==> config.mk <==
export PLATFORM = sky130hd
export DESIGN_NAME = pcm_dmx_lane
export DESIGN_NICKNAME = d
export VERILOG_FILES = /design/src/hw/rtl/pcm_dmx_pkg.sv /design/src/hw/rtl/pcm_dmx_lane.sv
export SDC_FILE = /design/constraint.sdc
export NUM_CORES = 1
export LEC_CHECK = 0
export BUFFER_PORTS_ARGS = -buffer_cell sky130_fd_sc_hd__buf_2
export CAP_MARGIN = 20
export CORE_MARGIN = 2
export CORE_UTILIZATION = 27
export CTS_CLUSTER_DIAMETER = 120
export CTS_CLUSTER_SIZE = 24
export DETAILED_ROUTE_END_ITERATION = 12
export SLEW_MARGIN = 20
export SYNTH_ARGS = -nofsm -noshare
export SYNTH_HDL_FRONTEND = slang
export SYNTH_SLANG_ARGS = --single-unit
export TNS_END_PERCENT = 30
==> constraint.sdc <==
create_clock -name clock -period 11.6 [get_ports clock]
set_input_delay 1.74 -clock clock [delete_from_list [all_inputs] [get_ports clock]]
set_output_delay 1.74 -clock clock [all_outputs]
set_load 0.02 [all_outputs]
==> src/hw/rtl/pcm_dmx_pkg.sv <==
// Shared types, codes and constants of the PCM downmix resampler.
package pcm_dmx_pkg;

   localparam int NUM_WORDS    = 8;
   localparam int PER_INTERVAL = 8;
   localparam int WORD_W       = 32;

   localparam logic [1:0] FMT_INT16 = 2'd0;
   localparam logic [1:0] FMT_INT24 = 2'd1;
   localparam logic [1:0] FMT_FLOAT = 2'd2;

   localparam logic [1:0] CSR_CHANNEL_COUNT = 2'd0;
   localparam logic [1:0] CSR_SAMPLE_FORMAT = 2'd1;
   localparam logic [1:0] CSR_PHASE_STEP    = 2'd2;

   typedef enum logic [2:0] {
      ST_IDLE,
      ST_SUM,
      ST_PROD,
      ST_ROUND,
      ST_ICHK,
      ST_IOUT,
      ST_TAIL
   } state_type;

   typedef struct packed {
      logic sum_en;
      logic prod_en;
      logic cur_en;
   } merge_ctl_type;

   // round(65536 / n)
   function automatic logic [16:0] recip_q16(input logic [3:0] n);
      logic [16:0] r;
      unique case (n)
         4'd0, 4'd1: r = 17'd65536;
         4'd2:  r = 17'd32768;
         4'd3:  r = 17'd21845;
         4'd4:  r = 17'd16384;
         4'd5:  r = 17'd13107;
         4'd6:  r = 17'd10923;
         4'd7:  r = 17'd9362;
         4'd8:  r = 17'd8192;
         4'd9:  r = 17'd7282;
         4'd10: r = 17'd6554;
         4'd11: r = 17'd5958;
         4'd12: r = 17'd5461;
         4'd13: r = 17'd5041;
         4'd14: r = 17'd4681;
         default: r = 17'd4369;
      endcase
      return r;
   endfunction

endpackage

==> src/hw/rtl/pcm_dmx_lane.sv <==
// One decode lane: raw channel word to a signed fixed-point sample.
module pcm_dmx_lane #(
   parameter int SAMPLE_BITS = 24
) (
   input  logic                          clock,
   input  logic                          load,
   input  logic                          enable,
   input  logic [1:0]                    sample_format,
   input  logic [31:0]                   word,
   output logic signed [SAMPLE_BITS-1:0] sample
);
   import pcm_dmx_pkg::*;

   localparam int SH_L16 = SAMPLE_BITS - 16;
   localparam int SH_L24 = (SAMPLE_BITS >= 24) ? SAMPLE_BITS - 24 : 0;
   localparam int SH_R24 = (SAMPLE_BITS < 24) ? 24 - SAMPLE_BITS : 0;
   localparam logic signed [34:0] SMAX = 35'((64'sd1 <<< (SAMPLE_BITS - 1)) - 64'sd1);
   localparam logic signed [34:0] SMIN = -SMAX - 35'sd1;

   logic signed [31:0]            i16;
   logic signed [31:0]            i24;
   logic [7:0]                    expo;
   logic [23:0]                   sig;
   logic signed [10:0]            sh;
   logic signed [10:0]            nsh;
   logic [32:0]                   mag;
   logic                          sat;
   logic signed [34:0]            fval;
   logic signed [34:0]            fclamp;
   logic signed [SAMPLE_BITS-1:0] dec;
   logic signed [SAMPLE_BITS-1:0] sample_ff;
   logic signed [SAMPLE_BITS-1:0] sample_in;

   always_comb begin
      i16  = 32'(signed'(word[15:0])) <<< SH_L16;
      i24  = (32'(signed'(word[23:0])) <<< SH_L24) >>> SH_R24;
      expo = word[30:23];
      sig  = {(expo != 8'd0), word[22:0]};
      sh   = $signed({3'b000, ((expo != 8'd0) ? expo : 8'd1)}) - 11'sd150
             + 11'(SAMPLE_BITS - 1);
      nsh  = -sh;
      mag  = '0;
      sat  = 1'b0;
      if (sh >= 11'sd9) begin
         sat = 1'b1;
      end else if (sh >= 11'sd0) begin
         mag = {9'b0, sig} << sh[3:0];
      end else if (sh > -11'sd25) begin
         mag = {9'b0, sig >> nsh[4:0]};
      end
      fval = word[31] ? -$signed({2'b00, mag}) : $signed({2'b00, mag});
      if (expo == 8'hFF) begin
         if (word[22:0] != 23'd0) fclamp = '0;
         else fclamp = word[31] ? SMIN : SMAX;
      end else if (sat) begin
         fclamp = word[31] ? SMIN : SMAX;
      end else if (fval > SMAX) begin
         fclamp = SMAX;
      end else if (fval < SMIN) begin
         fclamp = SMIN;
      end else begin
         fclamp = fval;
      end
      unique case (sample_format)
         FMT_INT16: dec = SAMPLE_BITS'(i16);
         FMT_INT24: dec = SAMPLE_BITS'(i24);
         FMT_FLOAT: dec = SAMPLE_BITS'(fclamp);
         default:   dec = '0;
      endcase
      sample_in = enable ? dec : '0;
   end

   always_ff @(posedge clock) begin
      if (load) sample_ff <= sample_in;
   end

   assign sample = sample_ff;

endmodule

## Word-level counts from Yosys, hierarchy flattened

Index checks and enable logic that the tools add are counted.
Widths: inputs -> output; s select.

- Register bits after elaboration: 24
- Bits of input ports: 37
- Output and inout port bits: 24
- Word-level logic and storage cells: 31

- Add/sub/neg operators: 4
- $lt $le $gt $ge: 5
- Eq/ne operators: 3
- Shifts and indexed selects: 2
- Mux-type cells: 13
- Reductions and logical operators: 3

Operators with widths:

| operator | number |
|---|---|
| $mux 24 | 7 |
| $pmux 24 s3 | 1 |
| $mux 33 | 2 |
| $gt 35x24->1 const B | 1 |
| $lt 35x24->1 const B | 1 |
| $mux 35 | 1 |
| $neg 33->35 | 1 |
| $shl 24x4->33 | 1 |
| $shr 24x5->24 | 1 |
| $reduce_bool 23->1 | 1 |
| $add 9x6->10 const B | 1 |
| $ge 10x1->1 const B | 1 |
| $ge 10x5->1 const B | 1 |
| $gt 10x6->1 const B | 1 |
| $sub 8x8->9 const B | 1 |
| $eq 8x8->1 const B | 1 |
| $mux 8 | 1 |
| $reduce_bool 8->1 | 1 |
| $neg 5->5 | 1 |
| $eq 2x1->1 const B | 1 |
| $eq 2x2->1 const B | 1 |
| $logic_not 2->1 | 1 |
| $mux 1 | 1 |

## Longest topological paths before layout

- Word-level depth: 17
- Gate-level depth with buffers: 27
- Depth with buffers taken out: 20

## Worst setup path before layout

Ideal clock, no wire load.

- Kind: input -> register
- From: input port word[25]
- To: register sample_ff[10], in the netlist sample[10], data pin
- Library setup time: 263 ps
- Data arrival time: 7369 ps
- Data required time: 11337 ps
- Setup slack: 3968 ps
- Stages: 27
- Path buffers: 8
- Path through: buf_2 -> buf_2 -> buf_2 -> buf_1 -> buf_1 -> clkbuf_1 -> ha_1 -> inv_1 -> ha_1 -> nand2b_1 -> a31oi_1 -> xnor2_1 -> clkbuf_1 -> a211oi_1 -> nor4_2 -> nor2_1 -> a41oi_1 -> ha_1 -> o31ai_1 -> a211oi_1 -> nand4_2 -> o41ai_2 -> xnor2_1 -> nand4_1 -> o41ai_4 -> buf_6 -> o211ai_2

- Longest elaborated chain between the ends: 17
- Elaborated cells on any way between the ends: 24
- Classes of those cells: add/sub (4); order compare (5); eq/ne (1); shift (2); mux (11); reduce/logical (1)

RTL lines:

| element | RTL line | source |
|---|---|---|
| start, declared | pcm_dmx_lane.sv:9 | `input logic [31:0] word,` |
| $reduce_bool 8->1 | pcm_dmx_lane.sv:38, pcm_dmx_lane.sv:39 |  |
| $mux 8 | pcm_dmx_lane.sv:39 | `sh = $signed({3'b000, ((expo != 8'd0) ? expo : 8'd1)}) - 11'sd150` |
| $sub 8x8->9 | pcm_dmx_lane.sv:39 |  |
| $add 9x6->10 | pcm_dmx_lane.sv:40 | `+ 11'(SAMPLE_BITS - 1);` |
| $neg 5->5 | pcm_dmx_lane.sv:41 | `nsh = -sh;` |
| $shr 24x5->24 | pcm_dmx_lane.sv:49 | `mag = {9'b0, sig >> nsh[4:0]};` |
| $mux 24 | pcm_dmx_lane.sv:48 | `end else if (sh > -11'sd25) begin` |
| $mux 33 | pcm_dmx_lane.sv:46 | `end else if (sh >= 11'sd0) begin` |
| $mux 33 | pcm_dmx_lane.sv:44 | `if (sh >= 11'sd9) begin` |
| $neg 33->35 | pcm_dmx_lane.sv:51 | `fval = word[31] ? -$signed({2'b00, mag}) : $signed({2'b00, mag});` |
| $mux 35 | pcm_dmx_lane.sv:51 |  |
| $lt 35x24->1 | pcm_dmx_lane.sv:59 | `end else if (fval < SMIN) begin` |
| $mux 24 | pcm_dmx_lane.sv:59 |  |
| $mux 24 | pcm_dmx_lane.sv:57 | `end else if (fval > SMAX) begin` |
| $mux 24 | pcm_dmx_lane.sv:55 | `end else if (sat) begin` |
| $mux 24 (*) | pcm_dmx_lane.sv:52 | `if (expo == 8'hFF) begin` |
| $pmux 24 s3 (*) | pcm_dmx_lane.sv:64 | `unique case (sample_format)` |
| end signal, assigned | pcm_dmx_lane.sv:74 | `if (load) sample_ff <= sample_in;` |
| end, declared | pcm_dmx_lane.sv:31 | `logic signed [SAMPLE_BITS-1:0] sample_ff;` |

Mark *: on every way between the ends. The rest lies on a longest branch, timed or not.
A chain may end at the register's enable or synchronous reset.

## Worst setup path after layout

- From: input port word[24]
- To: register sample_ff[22], in the netlist sample[22], data pin

Same word-level chain as after synthesis.

==> metrics.yaml <==
crit_path_start_kind: "input port"
p_clk_share_pct: 13.5
cts_buffer_depth: 2
clockRootBuffer: "clkbuf_16"
routabilityCongestion: 0.9629
synthesis.area_sq_um: 7288
avgRoutedWirePerCell_microns: 23.36
ir_worst_vdd_mv: 0.04939
setup_violations: 0
postCtsHoldBufs: 0
ys_ff_latch: 24
critPathRequiredTime_ns: 11.58
powerDensity_nw_per_um2: 94.12
nets: 1014
power_switching_uw: 373.2
post_cts_buffers: 0
syn-instance-count: 1008
p_sw_share_pct: 51.45
cts.clk_slew.worst_paths_ns: 0.06
fin_crit_sh_pct: 77.60
leakage_uw: 0.002757
final_cell_area_sq_um: 7707
power_frac_seq_pct: 15.1
ys_types: 102
rsz0062_at_grt: "no"
fill_cells: 2877
synth_edf_count: 24
fmax_ghz: 0.1111
fp.dieW_microns: 168.3
cts_buffers: 3
syn_to_final_growth_pct: 5.751
antenna_found_initial: 0
die_h_microns: 168.3
dpl_cell_area_sq_um: 7594
viasPerCell: 6.466
path_class: "in2reg"
first_global_vias: 7671
grt-ovfl-total: 0
die_area_sq_um: 28320
crit_chain: "buf_2 > buf_4 > or4_1 > o21ai_2 > buf_4 > inv_2 > ha_1 > buf_4 > clkinv_1 > nor2_1 > o21ai_0 > a32o_1 > a2111oi_4 > nand4_1 > nor4_4 > a41o_1 > nand4_1 > o41ai_4 > buf_4 > o211ai_1"
dr.first_iter.drc_count: 1158
routed_wl_microns: 30670
post-dp-hpwl_microns: 22900
synth_warnings: 0
min_period_ns: 9.002
cts_tree: "done"
slowest_stage: "or4_1"
syn-num-nets: 1050
crit_path_frequent_cell: "buf_4"
grt_max_degree: 58
worst_slack_ns: 2.598
async_reset_ff_share_pct: 0
avgSynthCellArea_sq_um: 7.230
internal_power_uw: 352.2
largest_reg_flops: 24
core_region_area_sq_um: 26730
fin_setup_tns_ns: 0
ctsResizeCount: 0
cts.sinks: 24
drive_above_1_share_pct: 17.30
ys.flop_type: "edfxtp_1"
critPathArrivalTime_ns: 8.98
combPwrFrac_pct: 71.3
row_count: 60
endpoint_kind: "register"
max_stage_delay_ns: 0.91
ys_seq_area_share_pct: 9.888
drcViolationCount: 0
slew_headroom_pct: 31.58
portBuffers: 60
detail-route-antenna-nets: 0
vias: 8490
max_slew.worst_pin.slew_ns: 1.021
grt_pass1_wl_microns: 46720
hold_viol_final: 0
drt-pass1-iter-count: 6
cts-htree-levels: 1
initial_core_util_pct: 27.27
holdCritPathClass: "in2reg"
place_ws_ns: 2.502
io_pins: 61
critical_path_peak_fanout: 50
status: "completed"
grt_usage_pct: 20.79
cap_violations: 0
maxSlewViolCount: 0
cells in the final DEF, fill, tap and decap left out, types with 23 or more instances in the layout:
cell,n
a21oi_1,54
buf_2,60
edfxtp_1,24
nand2_1,130
inv_1,23
o21ai_0,50
a211oi_1,26
nor3_1,28
xnor2_1,26
o211ai_1,23
nor2_1,71
mux2i_1,34
nand3_1,27
layer usage:
metal	vias to the layer above	track usage (%)	share of wire, %
met3	96	1.975	10
met2	593	32.99	43
li1	3810	-	-
met4	0	8.208	5.0
met5	-	0	0
met1	3991	29.01	41
final timing paths:
| kind | from | endpoint | slack, ns | cells past startpoint |
|---|---|---|---|---|
| hold / removal | enable | sample[23] | 1.87 | 2 |
| setup / recovery | word[24] | sample[22] | 2.60 | 20 |
cell usage after synthesis, drive strengths merged, types with 14 or more instances:
cell type / number / area share [%]
inv: 24 / 1.2
buf: 43 / 3.6
o211ai: 43 / 5.8
clkbuf: 71 / 3.7
a211oi: 26 / 2.7
o21ai: 56 / 3.9
nor3: 30 / 2.1
a21oi: 55 / 3.8
nor2: 72 / 3.7
nand3: 27 / 1.9
a31oi: 14 / 1.3
edfxtp: 24 / 9.9
xnor2: 29 / 4.1
nand2: 130 / 6.7
nor4: 17 / 2.4
o31ai: 16 / 1.6
mux2i: 34 / 4.7
mux2: 18 / 2.8
power by group through the flow:
stage	Sequential [uW]	Clock (uW)	Combinational (uW)
2_1_floorplan	125	0	363
3_3_place_gp	112	0	500
3_5_place_dp	112	0	501
4_1_cts	110	98.6	504
5_1_grt	111	102	551
6_report	110	98.0	518
stage by stage:
stage,power [uW],hold WS (ns),instances,utilization (%)
CTS,712.4,1.866,1312,28.81
global route,764.4,1.870,1312,28.83
global placement,611.8,2.139,1308,28.38
finish,725.4,1.866,1313,28.84
detailed placement,613.1,2.131,1308,28.41
floorplan,488.7,1.853,1008,-
critical path: cells and delay by family:
family / cells / cell delay (ns)
AO/OA/AOI/OAI: 7 / 1.91
adder cells (fa/ha/maj): 1 / 0.34
buffers and inverters: 7 / 2.61
AND/OR/NAND/NOR: 5 / 2.30
kinds of logic (layout without fill, tap and decap cells):
| family | after synthesis | after routing | synth area share, % |
|---|---|---|---|
| fa+ha+maj | 5 | 5 | 0.8584 |
| flops | 24 | 24 | 9.888 |
| buf+inv | 141 | 104 | 8.687 |
| xor+xnor | 36 | 36 | 5.425 |
| compound gates | 368 | 368 | 38.82 |
| other cells | 0 | 1 | 0 |
| simple gates | 373 | 373 | 26.09 |
| mux | 61 | 61 | 10.23 |
area by class of cell:
class                           count  area (sq um)  area share, %
Inverter                           27         101.3          1.315
Timing Repair Buffer               73         397.9          5.162
Sequential cell                    24         720.7          9.351
Clock buffer                        3         75.07         0.9740
Tap cell                          341         426.7          5.536
Antenna cell                        1         2.502        0.03247
Multi-Input combinational cell    843          5953          77.24
Clock inverter                      1         30.03         0.3896
Note: power is estimated with default switching activity, not from simulation.
