**config.mk**
```make
export PLATFORM = sky130hd
export DESIGN_NAME = pcm_dmx_merge
export DESIGN_NICKNAME = d
export VERILOG_FILES = /design/src/hw/rtl/pcm_dmx_pkg.sv /design/src/hw/rtl/pcm_dmx_merge.sv
export SDC_FILE = /design/constraint.sdc
export NUM_CORES = 1
export LEC_CHECK = 0
export BUFFER_PORTS_ARGS = -buffer_cell sky130_fd_sc_hd__buf_2
export CAP_MARGIN = 20
export CELL_PAD_IN_SITES_DETAIL_PLACEMENT = 0
export CELL_PAD_IN_SITES_GLOBAL_PLACEMENT = 1
export CORE_UTILIZATION = 49
export CTS_CLUSTER_DIAMETER = 60
export CTS_CLUSTER_SIZE = 14
export DETAILED_ROUTE_END_ITERATION = 7
export PLACE_DENSITY_LB_ADDON = 0.1
export SLEW_MARGIN = 20
export SYNTH_ARGS = -nofsm -noshare
export SYNTH_HDL_FRONTEND = slang
export SYNTH_SLANG_ARGS = --single-unit
```
**constraint.sdc**
```tcl
create_clock -name clock -period 11.2 [get_ports clock]
set_clock_uncertainty 0.05 [all_clocks]
set_input_delay 2.8 -clock clock [delete_from_list [all_inputs] [get_ports clock]]
set_output_delay 2.8 -clock clock [all_outputs]
set_load 0.03 [all_outputs]
```
**src/hw/rtl/pcm_dmx_pkg.sv**
```systemverilog
// Shared types, codes and constants of the PCM downmix resampler.
package pcm_dmx_pkg;

   localparam int NUM_WORDS    = 8;
   localparam int PER_INTERVAL = 8;
   localparam int WORD_W       = 32;

   localparam logic [1:0] FMT_INT16 = 2'd0;
   localparam logic [1:0] FMT_INT24 = 2'd1;
   localparam logic [1:0] FMT_FLOAT = 2'd2;

   localparam logic [1:0] CSR_CHANNEL_COUNT = 2'd0;
   localparam logic [1:0] CSR_SAMPLE_FORMAT = 2'd1;
   localparam logic [1:0] CSR_PHASE_STEP    = 2'd2;

   typedef enum logic [2:0] {
      ST_IDLE,
      ST_SUM,
      ST_PROD,
      ST_ROUND,
      ST_ICHK,
      ST_IOUT,
      ST_TAIL
   } state_type;

   typedef struct packed {
      logic sum_en;
      logic prod_en;
      logic cur_en;
   } merge_ctl_type;

   // round(65536 / n)
   function automatic logic [16:0] recip_q16(input logic [3:0] n);
      logic [16:0] r;
      unique case (n)
         4'd0, 4'd1: r = 17'd65536;
         4'd2:  r = 17'd32768;
         4'd3:  r = 17'd21845;
         4'd4:  r = 17'd16384;
         4'd5:  r = 17'd13107;
         4'd6:  r = 17'd10923;
         4'd7:  r = 17'd9362;
         4'd8:  r = 17'd8192;
         4'd9:  r = 17'd7282;
         4'd10: r = 17'd6554;
         4'd11: r = 17'd5958;
         4'd12: r = 17'd5461;
         4'd13: r = 17'd5041;
         4'd14: r = 17'd4681;
         default: r = 17'd4369;
      endcase
      return r;
   endfunction

endpackage

```
**src/hw/rtl/pcm_dmx_merge.sv**
```systemverilog
// Merge stage: sums the lanes, scales by 1/n, rounds and saturates.
module pcm_dmx_merge #(
   parameter int LANES       = 8,
   parameter int SAMPLE_BITS = 24
) (
   input  logic                              clock,
   input  pcm_dmx_pkg::merge_ctl_type        ctl,
   input  logic [3:0]                        count,
   input  logic signed [SAMPLE_BITS-1:0]     samples [LANES],
   output logic signed [SAMPLE_BITS-1:0]     cur
);
   import pcm_dmx_pkg::*;

   localparam int SUM_W  = SAMPLE_BITS + $clog2(LANES) + 1;
   localparam int PROD_W = SUM_W + 18;
   localparam logic signed [PROD_W-1:0] SMAX = PROD_W'((64'sd1 <<< (SAMPLE_BITS - 1)) - 64'sd1);
   localparam logic signed [PROD_W-1:0] SMIN = -SMAX - PROD_W'(1);

   logic signed [SUM_W-1:0]       sum_in;
   logic signed [SUM_W-1:0]       sum_ff;
   logic signed [PROD_W-1:0]      prod_ff;
   logic signed [PROD_W-1:0]      rnd;
   logic signed [SAMPLE_BITS-1:0] cur_in;
   logic signed [SAMPLE_BITS-1:0] cur_ff;

   always_comb begin
      sum_in = '0;
      for (int i = 0; i < LANES; i++) sum_in = sum_in + SUM_W'(samples[i]);
      rnd = (prod_ff + PROD_W'(32768)) >>> 16;
      if (rnd > SMAX) cur_in = SAMPLE_BITS'(SMAX);
      else if (rnd < SMIN) cur_in = SAMPLE_BITS'(SMIN);
      else cur_in = SAMPLE_BITS'(rnd);
   end

   always_ff @(posedge clock) begin
      if (ctl.sum_en) sum_ff <= sum_in;
      if (ctl.prod_en) prod_ff <= PROD_W'(sum_ff) * PROD_W'($signed({1'b0, recip_q16(count)}));
      if (ctl.cur_en) cur_ff <= cur_in;
   end

   assign cur = cur_ff;

endmodule
```
==> After elaboration in Yosys (flattened, before gate mapping) <==
Memories as Yosys holds them, arrays and structs flattened.
Cells that the tools add are included.
{ "totals": {"mem_count": 1, "romBits": 272, "inputBits": 200, "ff_bits": 98, "ramBits": 0, "latchBits": 0} }
{ "op_classes": {"add_sub_neg": 8, "div": 0, "shift": 0, "reduce_logical": 0, "muxes": 2, "mul": 1, "n_bitwise": 0, "order_cmp": 2, "n_eq_ne": 0} }
{ "memory_table": {"columns": ["memory", "depth", "width", "read_ports", "rd_ports_with_merged_regs", "write_ports", "line_no", "text"], "rows": [
  ["(name not given)", 16, 17, 1, 0, 0, "pcm_dmx_pkg.sv:35", "unique case (n)"]
]} }
{ "ops": {"columns": ["operator", "n"], "rows": [
  ["adder 28 x 24 -> 28 bit", 3],
  ["adder 46 x 17 -> 46 bit, second input constant", 1],
  ["multiplier 28 x 18 -> 46 bit", 1],
  ["greater-than comparator 30 x 24 -> 1 bit, second input constant", 1],
  ["less-than comparator 30 x 24 -> 1 bit, second input constant", 1],
  ["adder 27 x 24 -> 28 bit", 1],
  ["adder 26 x 24 -> 27 bit", 1],
  ["adder 25 x 24 -> 26 bit", 1],
  ["adder 24 x 24 -> 25 bit", 1],
  ["two-way mux 24 bit", 1],
  ["two-way mux 17 bit", 1]
]} }

==> Logic depth before layout (Yosys ltp) <==
Gate-level depths: netlist of the first run.
{ "depth": {"depth_word": 7, "mapped_depth": 29, "mapped_depth_nobuf": 27} }

==> Least setup slack after synthesis of the first run <==
OpenSTA, ideal clock, no wires.
{ "synth_path": {"path_kind": "input-to-reg", "start": "in count[2]", "end": "reg prod_ff[45], data pin", "setup_ns": 0.268, "setup_slack_ns": 1.411, "cell_stages": 27, "t_arrival_ns": 9.471, "n_path_buf": 3, "cell_sequence": "clkbuf_1 -> buf_1 -> nand2_1 -> a31oi_1 -> clkbuf_1 -> nand2_1 -> fa_1 -> inv_1 -> fa_1 -> inv_1 -> fa_1 -> inv_1 -> fa_1 -> fa_1 -> inv_1 -> fa_1 -> inv_1 -> ha_1 -> a211oi_1 -> nor2_1 -> o41ai_1 -> a31oi_4 -> o21bai_2 -> a2111o_1 -> nand2_1 -> o41ai_1 -> xnor2_1"} }
{ "synth_via": {"elab_chain_len": 3} }
{ "synth_rtl": {"columns": ["item", "line_no", "text"], "rows": [
  ["start: declaration", "pcm_dmx_merge.sv:8", "input logic [3:0] count,"],
  ["memory (16 x 17 bit)", null, null],
  ["two-way mux 17 bit", "pcm_dmx_merge.sv:37", "if (ctl.prod_en) prod_ff <= PROD_W'(sum_ff) * PROD_W'($signed({1'b0, recip_q16(count)}));"],
  ["multiplier 28 x 18 -> 46 bit", "pcm_dmx_merge.sv:37", null],
  ["end signal: assignment", "pcm_dmx_merge.sv:37", null],
  ["end: declaration", "pcm_dmx_merge.sv:21", "logic signed [PROD_W-1:0] prod_ff;"]
]} }
No other way between the ends. The select of a mux whose other input is x is not followed.
A chain may end at the register's enable or synchronous reset.

==> Worst setup path after layout of the first run <==
{ "layout_path": {"start": "in count[0]", "end": "reg prod_ff[44], data pin"} }
Same word-level chain as after synthesis.

==> impl_metrics.csv, run 1 <==
group,metric,value,unit
finish,drive_above_1_share,0.107,
clock_tree,cts_hold_buffers,0,
global_routing,globalRouteTotalUtil,0.255,
yosys,synth_area_leaders,"fa_1, inv_1, edfxtp_1, ha_1, and2_1",
finish,finalNetCount,3644,
placed_design,hpwl,50.1,mm
yosys,synth_area,24500,sq um
global_routing,grt_overflow,0,
clock_tree,htreeDepth,3,
yosys,synthFlopType,"edfxtp_1",
routing,drt-initial-drc-count,948,
yosys,yosysTopAreaCell,"fa_1",
worst_hold_path,hold_class,"flip-flop to flip-flop",
clock_tree,root_buffer,"clkbuf_16",
routing,route.detailed.drc,0,
finish,layout_commonest_cell,"inv_1",
clock_tree,clk_path_buf_depth,2,
setup_path,worst-path-max-fanout,28,
die,start_util,0.499,
die,dieArea,51000,sq um
setup_path,r2r_slack,4.15,ns
die,rows,81,
die,die_h,226,um
routing,avgViaCountPerCell,5.08,
yosys,synth_cell_types,64,
yosys,netlist_instances,2512,
placed_design,place_congestion,0.857,
yosys,ys_warn_count,0,
placed_design,port_buffers,223,
timing,timing.fmax,0.0994,GHz
clock_tree,worstSkewPairLatency,0.37,ns
clock_tree,postCtsSetupBuffers,0,
yosys,ys_seq_area_frac,0.102,
clock_tree,clk_pin_slew_worst_paths,0.06,ns
setup_path,end_kind,"flip-flop",
setup_path,startpoint_type,"input pin",
run,cap_violations,0,
die,ios,224,
setup_path,slowest_delay,0.57,ns
timing,final.period_utilization,0.898,
die,core_area,49200,sq um
setup_path,crit_path_top_delay_cell,"fa_1",
timing,rsz0062_at_grt,"no",
yosys,async_flop_share,0,
yosys,postSynthAreaPerCell,9.77,sq um
die,fp.dieW,226,um
timing,final_max_slew_viol_count,0,
routing,routedWlPerCell,17.9,um
yosys,synth_edf_count,83,
timing,setup_tns,0,ns
clock_tree,cts_tree,"done",
global_routing,antenna_found_initial,0,
placed_design,placed_area,26400,sq um
clock_tree,cts_resized,0,
setup_path,crit_required,11.25,ns
routing,totalWireLength,60.2,mm
clock_tree,clock_sinks,83,
routing,first_pass_iters,5,
timing,tightest_slew,1.02,ns
yosys,syn-num-nets,3461,
global_routing,grt_max_degree,32,
finish,area_growth,9.04,%
timing,max-slew-margin-rel,0.319,
finish,fill_cells,4544,
setup_path,critPathArrivalTime,10.11,ns
routing,final_antenna_net_count,0,
clock_tree,numCtsBuffers,9,
yosys,synth_top_area_share,0.495,
timing,finalSetupViolCount,0,
timing,fin_crit,10.06,ns
finish,antenna_cells,0,
timing,report.final.hold_viol_count,0,
timing,holdWs,0.592,ns
status,status,"complete, no violations",
setup_path,setup.worst_path.class,"input pin to flip-flop",
finish,postLayoutCellArea,26700,sq um
global_routing,grt_pass1_wl,99.6,mm
global_routing,grt_pass1_vias,19100,
finish,final_cell_mix,"inv_1, fa_1, nand2_1",
yosys,ys_ff_latch,83,
routing,vias,17100,
setup_path,cpMostUsedCell,"fa_1",
-- through the flow --
step                std cells  setup slack [ns]  utilization
global placement         3348             0.907        0.538
global route             3364             0.882        0.544
CTS                      3364              1.19        0.544
floorplan                2512              1.41            -
detailed placement       3348             0.813        0.538
finish                   3364              1.14        0.544
-- registers in the layout, indices dropped and copies added, names as in the netlist --
signal,flops
prod_ff,31
cur,24
sum_ff,28
-- logic make-up (layout without fill, tap and decap cells) --
group	count (synthesis)	count (layout)	synth area share
fa+ha+maj	749	749	0.568
flops	83	83	0.102
mux	1	1	0.000408
xor+xnor	81	81	0.0289
buf+inv	744	932	0.114
compound gates	197	197	0.0516
simple gates	657	657	0.136
-- critical path: cells and delay by family --
kind	cells	cell delay, ns
adder cells (fa/ha/maj)	8	3.56
AO/OA/AOI/OAI	6	1.64
buffers and inverters	8	1.29
AND/OR/NAND/NOR	4	0.74
XOR/XNOR	1	0.06
-- area by class of cell --
| type | instances | area [sq um] | area share |
|---|---|---|---|
| Clock inverter | 7 | 100 | 0.00374 |
| Clock buffer | 9 | 225 | 0.00842 |
| Sequential cell | 83 | 2490 | 0.0932 |
| Inverter | 669 | 2510 | 0.0939 |
| Timing Repair Buffer | 247 | 1300 | 0.0485 |
| Multi-Input combinational cell | 1685 | 19300 | 0.721 |
| Tap cell | 664 | 831 | 0.0311 |
-- cells in the mapped netlist, types with 13 or more instances --
library cell,number
ha_1,142
edfxtp_1,83
o21a_1,13
o21ai_0,49
xnor2_1,54
nor2_1,49
nand2_1,259
and2_1,232
nor3_1,14
xor2_1,27
a21oi_1,59
nand3_1,26
inv_1,669
and3_1,40
clkbuf_1,70
fa_1,607
-- final timing paths --
kind	start	to	cells past startpoint
worst min register to register	prod_ff[45]$_DFFE_PP_	cur[23]$_SDFFCE_PN0P_	1
worst max register to register	sum_ff[16]$_DFFE_PP_	prod_ff[44]$_DFFE_PP_	21
worst min-delay path	prod_ff[45]$_DFFE_PP_	cur[23]$_SDFFCE_PN0P_	1
worst max-delay path	count[0]	prod_ff[44]$_DFFE_PP_	27
-- layer usage --
| metal | routed length, um | track usage | vias up |
|---|---|---|---|
| met5 | 0 | 0 | - |
| met2 | 28900 | 0.436 | 480 |
| li1 | - | - | 7785 |
| met1 | 27000 | 0.349 | 8739 |
| met4 | 1120 | 0.0529 | 0 |
| met3 | 3110 | 0.0310 | 71 |
Power of run 1 is left out: the tool's default activity adds up to more than one toggle a clock period on the data nets, which glitch-free logic cannot reach.
==> inputs of run 2 (changes only) <==
--- a/config.mk
+++ b/config.mk
@@ -5,14 +5,14 @@
 export SDC_FILE = /design/constraint.sdc
 export NUM_CORES = 1
 export LEC_CHECK = 0
-export BUFFER_PORTS_ARGS = -buffer_cell sky130_fd_sc_hd__buf_2
 export CAP_MARGIN = 20
 export CELL_PAD_IN_SITES_DETAIL_PLACEMENT = 0
 export CELL_PAD_IN_SITES_GLOBAL_PLACEMENT = 1
-export CORE_UTILIZATION = 49
+export CORE_UTILIZATION = 50
 export CTS_CLUSTER_DIAMETER = 60
 export CTS_CLUSTER_SIZE = 14
 export DETAILED_ROUTE_END_ITERATION = 7
+export DONT_BUFFER_PORTS = 1
 export PLACE_DENSITY_LB_ADDON = 0.1
 export SLEW_MARGIN = 20
 export SYNTH_ARGS = -nofsm -noshare
==> run 2 against run 1 <==
Final area fell by 4.5%. First-iteration DRC count is 0.42% lower. Sequential cell count is the same. Cell count is 8.2% lower. Global-route usage down 0.33 points. Worst setup slack gained 0.045 ns. Sequential share of layout area rose by 0.44 points. Via count is 5.1% lower. Highest routed layer unchanged.
==> impl_metrics.csv, run 2 (same netlist as run 1, synthesis figures left out) <==
group,metric,value,unit
status,status,"complete, no violations",
timing,setup_tns,0,ns
clock_tree,clock_sinks,83,
finish,layout_commonest_cell,"inv_1",
die,ios,224,
finish,area_growth,4.17,%
timing,finalSetupViolCount,0,
routing,first_pass_iters,5,
finish,final_cell_mix,"inv_1, fa_1, nand2_1",
timing,timing.fmax,0.0999,GHz
clock_tree,numCtsBuffers,9,
global_routing,grt_pass1_wl,97.4,mm
die,fp.dieW,224,um
setup_path,end_kind,"flip-flop",
clock_tree,cts_resized,0,
setup_path,crit_buf_inv,4,
worst_hold_path,min_path_cells,2,
setup_path,worst-path-max-fanout,28,
routing,drt-initial-drc-count,944,
clock_tree,cts_hold_buffers,0,
setup_path,crit_required,11.25,ns
setup_path,crit_path_top_delay_cell,"nand2_1",
clock_tree,cts_tree,"done",
timing,tightest_slew,1.07,ns
placed_design,port_buffers,0,
placed_design,place_congestion,0.870,
timing,max-slew-margin-rel,0.284,
setup_path,critPathArrivalTime,10.06,ns
setup_path,startpoint_type,"input pin",
setup_path,r2r_cells,22,
finish,drive_above_1_share,0.0259,
setup_path,setup.worst_path.class,"input pin to flip-flop",
setup_path,cpMostUsedCell,"fa_1",
die,rows,80,
global_routing,grt_max_degree,32,
clock_tree,htreeDepth,3,
routing,routedWlPerCell,18.8,um
die,start_util,0.511,
finish,top_register,"prod_ff",
global_routing,grt_pass1_vias,18500,
setup_path,crit_family,"adder cells",
timing,final_max_slew_viol_count,0,
routing,route.detailed.drc,0,
clock_tree,clk_path_buf_depth,2,
die,dieArea,50000,sq um
finish,finalNetCount,3418,
routing,final_antenna_net_count,0,
setup_path,slowest_delay,0.55,ns
clock_tree,postCtsSetupBuffers,0,
worst_hold_path,hold_class,"flip-flop to flip-flop",
clock_tree,worstSkewPairLatency,0.36,ns
timing,report.final.hold_viol_count,0,
timing,rsz0062_at_grt,"no",
die,die_h,224,um
global_routing,grt_overflow,0,
die,core_area,48000,sq um
finish,fill_cells,4525,
global_routing,antenna_found_initial,0,
routing,avgViaCountPerCell,5.24,
clock_tree,clk_pin_slew_worst_paths,0.06,ns
finish,antenna_cells,0,
setup_path,path_depth,25,
placed_design,hpwl,48.6,mm
run,cap_violations,0,
routing,vias,16200,
finish,largest_reg_flops,31,
routing,totalWireLength,58.0,mm
timing,final.period_utilization,0.894,
global_routing,globalRouteTotalUtil,0.252,
timing,fin_crit,10.01,ns
clock_tree,root_buffer,"clkbuf_16",
## run 2: layer usage
| metal | part of all wire | global-route usage | routed length, um | up-vias |
|---|---|---|---|---|
| met5 | 0 | 0 | 0 | - |
| met4 | 0.013 | 0.0391 | 734 | 0 |
| met3 | 0.048 | 0.0315 | 2800 | 46 |
| met2 | 0.49 | 0.432 | 28400 | 441 |
| met1 | 0.45 | 0.349 | 26000 | 8373 |
| li1 | - | - | - | 7337 |
## run 2: per-stage QoR
stage                util  instances  hold slack (ns)  worst slack, ns  cell area (sq um)
floorplan               -       2512            0.515             1.41              24500
global placement    0.525       3073            0.607            0.976              25200
detailed placement  0.525       3073            0.610            0.850              25200
CTS                 0.532       3089            0.624             1.20              25600
global route        0.532       3089            0.674            0.724              25600
finish              0.532       3089            0.618             1.19              25600
## run 2: final cells by class
cell class	instances	area (sq um)	share of cell area
multi-input combinational	1685	19300	0.755
clock inverter	7	103	0.00401
clock buffer	9	225	0.00881
sequential	83	2490	0.0975
inverter	669	2510	0.0983
timing repair buffer	21	158	0.00617
tap	615	769	0.0301
## run 2: path summary, 6_finish.rpt
check | from | slack, ns | end
max | count[0] | 1.19 | prod_ff[43]$_DFFE_PP_
min | prod_ff[27]$_DFFE_PP_ | 0.62 | cur[11]$_SDFFCE_PN1P_
max reg2reg | sum_ff[7]$_DFFE_PP_ | 4.01 | prod_ff[45]$_DFFE_PP_
min reg2reg | prod_ff[27]$_DFFE_PP_ | 0.62 | cur[11]$_SDFFCE_PN1P_
## run 2: worst min-delay path: stages, from the launching register on
cell      delay, ns
edfxtp_1       0.35
xor2_1         0.07
o21ai_0        0.13
Power of run 2 is left out for the same reason.
==> inputs of run 3 (changes only) <==
--- a/config.mk
+++ b/config.mk
@@ -8,12 +8,13 @@
 export CAP_MARGIN = 20
 export CELL_PAD_IN_SITES_DETAIL_PLACEMENT = 0
 export CELL_PAD_IN_SITES_GLOBAL_PLACEMENT = 1
-export CORE_UTILIZATION = 50
+export CORE_UTILIZATION = 53
 export CTS_CLUSTER_DIAMETER = 60
 export CTS_CLUSTER_SIZE = 14
 export DETAILED_ROUTE_END_ITERATION = 7
 export DONT_BUFFER_PORTS = 1
-export PLACE_DENSITY_LB_ADDON = 0.1
+export HOLD_SLACK_MARGIN = 0.06
+export PLACE_DENSITY_LB_ADDON = 0.3
 export SLEW_MARGIN = 20
 export SYNTH_ARGS = -nofsm -noshare
 export SYNTH_HDL_FRONTEND = slang
==> run 3 against run 2 <==
Worst setup slack better by 0.18 ns. Worst hold slack worse by 0.047 ns. Critical path depth increased by 3. Clock-buffer cell count unchanged. Critical endpoint is now prod_ff[45]$_DFFE_PP_. Largest cell class unchanged.
==> impl_metrics.csv, run 3 (same netlist as run 1, synthesis figures left out) <==
group,metric,value,unit
status,status,"complete, no violations",
setup_path,critPathArrivalTime,9.89,ns
finish,area_growth,3.80,%
finish,top_register,"prod_ff",
finish,multi_input_area,19300,sq um
worst_hold_path,min_path_cells,1,
die,die_h,217,um
placed_design,port_buffers,0,
timing,tightest_slew,1.01,ns
clock_tree,htreeDepth,3,
finish,finalNetCount,3414,
clock_tree,clk_path_buf_depth,2,
timing,final_max_slew_viol_count,0,
finish,fill_cells,4091,
finish,ff_latch_area,2490,sq um
global_routing,grt_pass1_wl,93.6,mm
clock_tree,numCtsBuffers,9,
clock_tree,cts_hold_buffers,0,
routing,avgViaCountPerCell,5.28,
finish,postLayoutCellArea,25500,sq um
routing,route.detailed.drc,0,
clock_tree,root_buffer,"clkbuf_16",
timing,report.final.hold_viol_count,0,
timing,rsz0062_at_grt,"no",
die,fp.dieW,217,um
run,cap_violations,0,
finish,largest_reg_flops,31,
timing,timing.fmax,0.102,GHz
routing,vias,16200,
setup_path,reg2reg_to,"prod_ff[45]$_DFFE_PP_",
global_routing,grt_overflow,0,
routing,drt-initial-drc-count,830,
setup_path,setup.worst_path.class,"input pin to flip-flop",
die,ios,224,
timing,setup_tns,0,ns
finish,layout_commonest_cell,"inv_1",
die,rows,78,
global_routing,globalRouteTotalUtil,0.257,
clock_tree,postCtsSetupBuffers,0,
routing,first_pass_iters,5,
die,core_area,45500,sq um
timing,finalSetupViolCount,0,
clock_tree,worstSkewPairLatency,0.37,ns
finish,drive_above_1_share,0.0239,
die,dieArea,47200,sq um
global_routing,grt_pass1_vias,18200,
timing,max-slew-margin-rel,0.309,
setup_path,worst-path-max-fanout,28,
worst_hold_path,hold_class,"flip-flop to flip-flop",
setup_path,startpoint_type,"input pin",
worst_hold_path,min_from,"prod_ff[45]$_DFFE_PP_",
placed_design,placed_area,25200,sq um
clock_tree,clock_sinks,83,
placed_design,hpwl,47.7,mm
clock_tree,cts_tree,"done",
timing,final.period_utilization,0.878,
clock_tree,clk_pin_slew_worst_paths,0.07,ns
clock_tree,cts_resized,0,
global_routing,grt_max_degree,32,
routing,final_antenna_net_count,0,
timing,fin_crit,9.83,ns
routing,totalWireLength,56.1,mm
die,start_util,0.539,
worst_hold_path,worstHoldEndpoint,"cur[23]$_SDFFCE_PN0P_",
placed_design,place_congestion,0.982,
finish,antenna_cells,0,
setup_path,r2r_slack,4.10,ns
setup_path,crit_required,11.25,ns
setup_path,end_kind,"flip-flop",
routing,routedWlPerCell,18.3,um
finish,final_cell_mix,"inv_1, fa_1, nand2_1",
setup_path,r2r_cells,22,
global_routing,antenna_found_initial,0,
setup_path,r2r-start,"sum_ff[5]$_DFFE_PP_",
run 3: metal layers:
layer	global-route usage	share of wire
met1	0.350	0.43
met2	0.442	0.50
met3	0.0337	0.056
met4	0.0538	0.014
met5	0	0
run 3: worst max path at each step:
stage | depth (start not counted) | slack, ns | startpoint | end
floorplan | 27 | 1.41 | count[2] | prod_ff[45]$_DFFE_PP_
finish | 28 | 1.37 | count[0] | prod_ff[45]$_DFFE_PP_
CTS | 28 | 1.35 | count[0] | prod_ff[45]$_DFFE_PP_
global placement | 25 | 1.09 | count[0] | prod_ff[45]$_DFFE_PP_
detailed placement | 28 | 0.96 | count[0] | prod_ff[45]$_DFFE_PP_
global route | 26 | 0.95 | count[1] | prod_ff[43]$_DFFE_PP_
run 3: final cells by class:
type                       instances  area share
clock inverter                     7     0.00280
inverter                         669      0.0986
clock buffer                       9     0.00884
timing repair buffer              17     0.00501
tap                              600      0.0295
sequential                        83      0.0979
multi-input combinational       1685       0.757
run 3: per-stage QoR:
stage / util / cells / hold WS [ns] / setup WS (ns)
2_1_floorplan: - / 2512 / 0.515 / 1.41
3_3_place_gp: 0.553 / 3054 / 0.557 / 1.09
3_5_place_dp: 0.553 / 3054 / 0.556 / 0.957
4_1_cts: 0.560 / 3070 / 0.577 / 1.35
5_1_grt: 0.560 / 3070 / 0.601 / 0.951
6_report: 0.560 / 3070 / 0.571 / 1.37
run 3: critical path, stage by stage:
cell and delay [ns]:
inv_1 0.10, ha_1 0.17, buf_4 0.27, inv_1 0.15, o22ai_2 0.26, buf_4 0.35
nand2_1 0.11, fa_1 0.52, inv_1 0.05, fa_1 0.50, inv_1 0.05, fa_1 0.54
inv_1 0.05, fa_1 0.45, fa_1 0.49, inv_1 0.05, fa_1 0.47, inv_1 0.04
ha_1 0.33, a211oi_1 0.22, nor2_1 0.07, o41ai_1 0.55, a31oi_4 0.22, o21bai_2 0.26
a2111o_1 0.20, nand2_1 0.08, o41ai_1 0.38, xnor2_1 0.13
Power of run 3 is left out for the same reason.
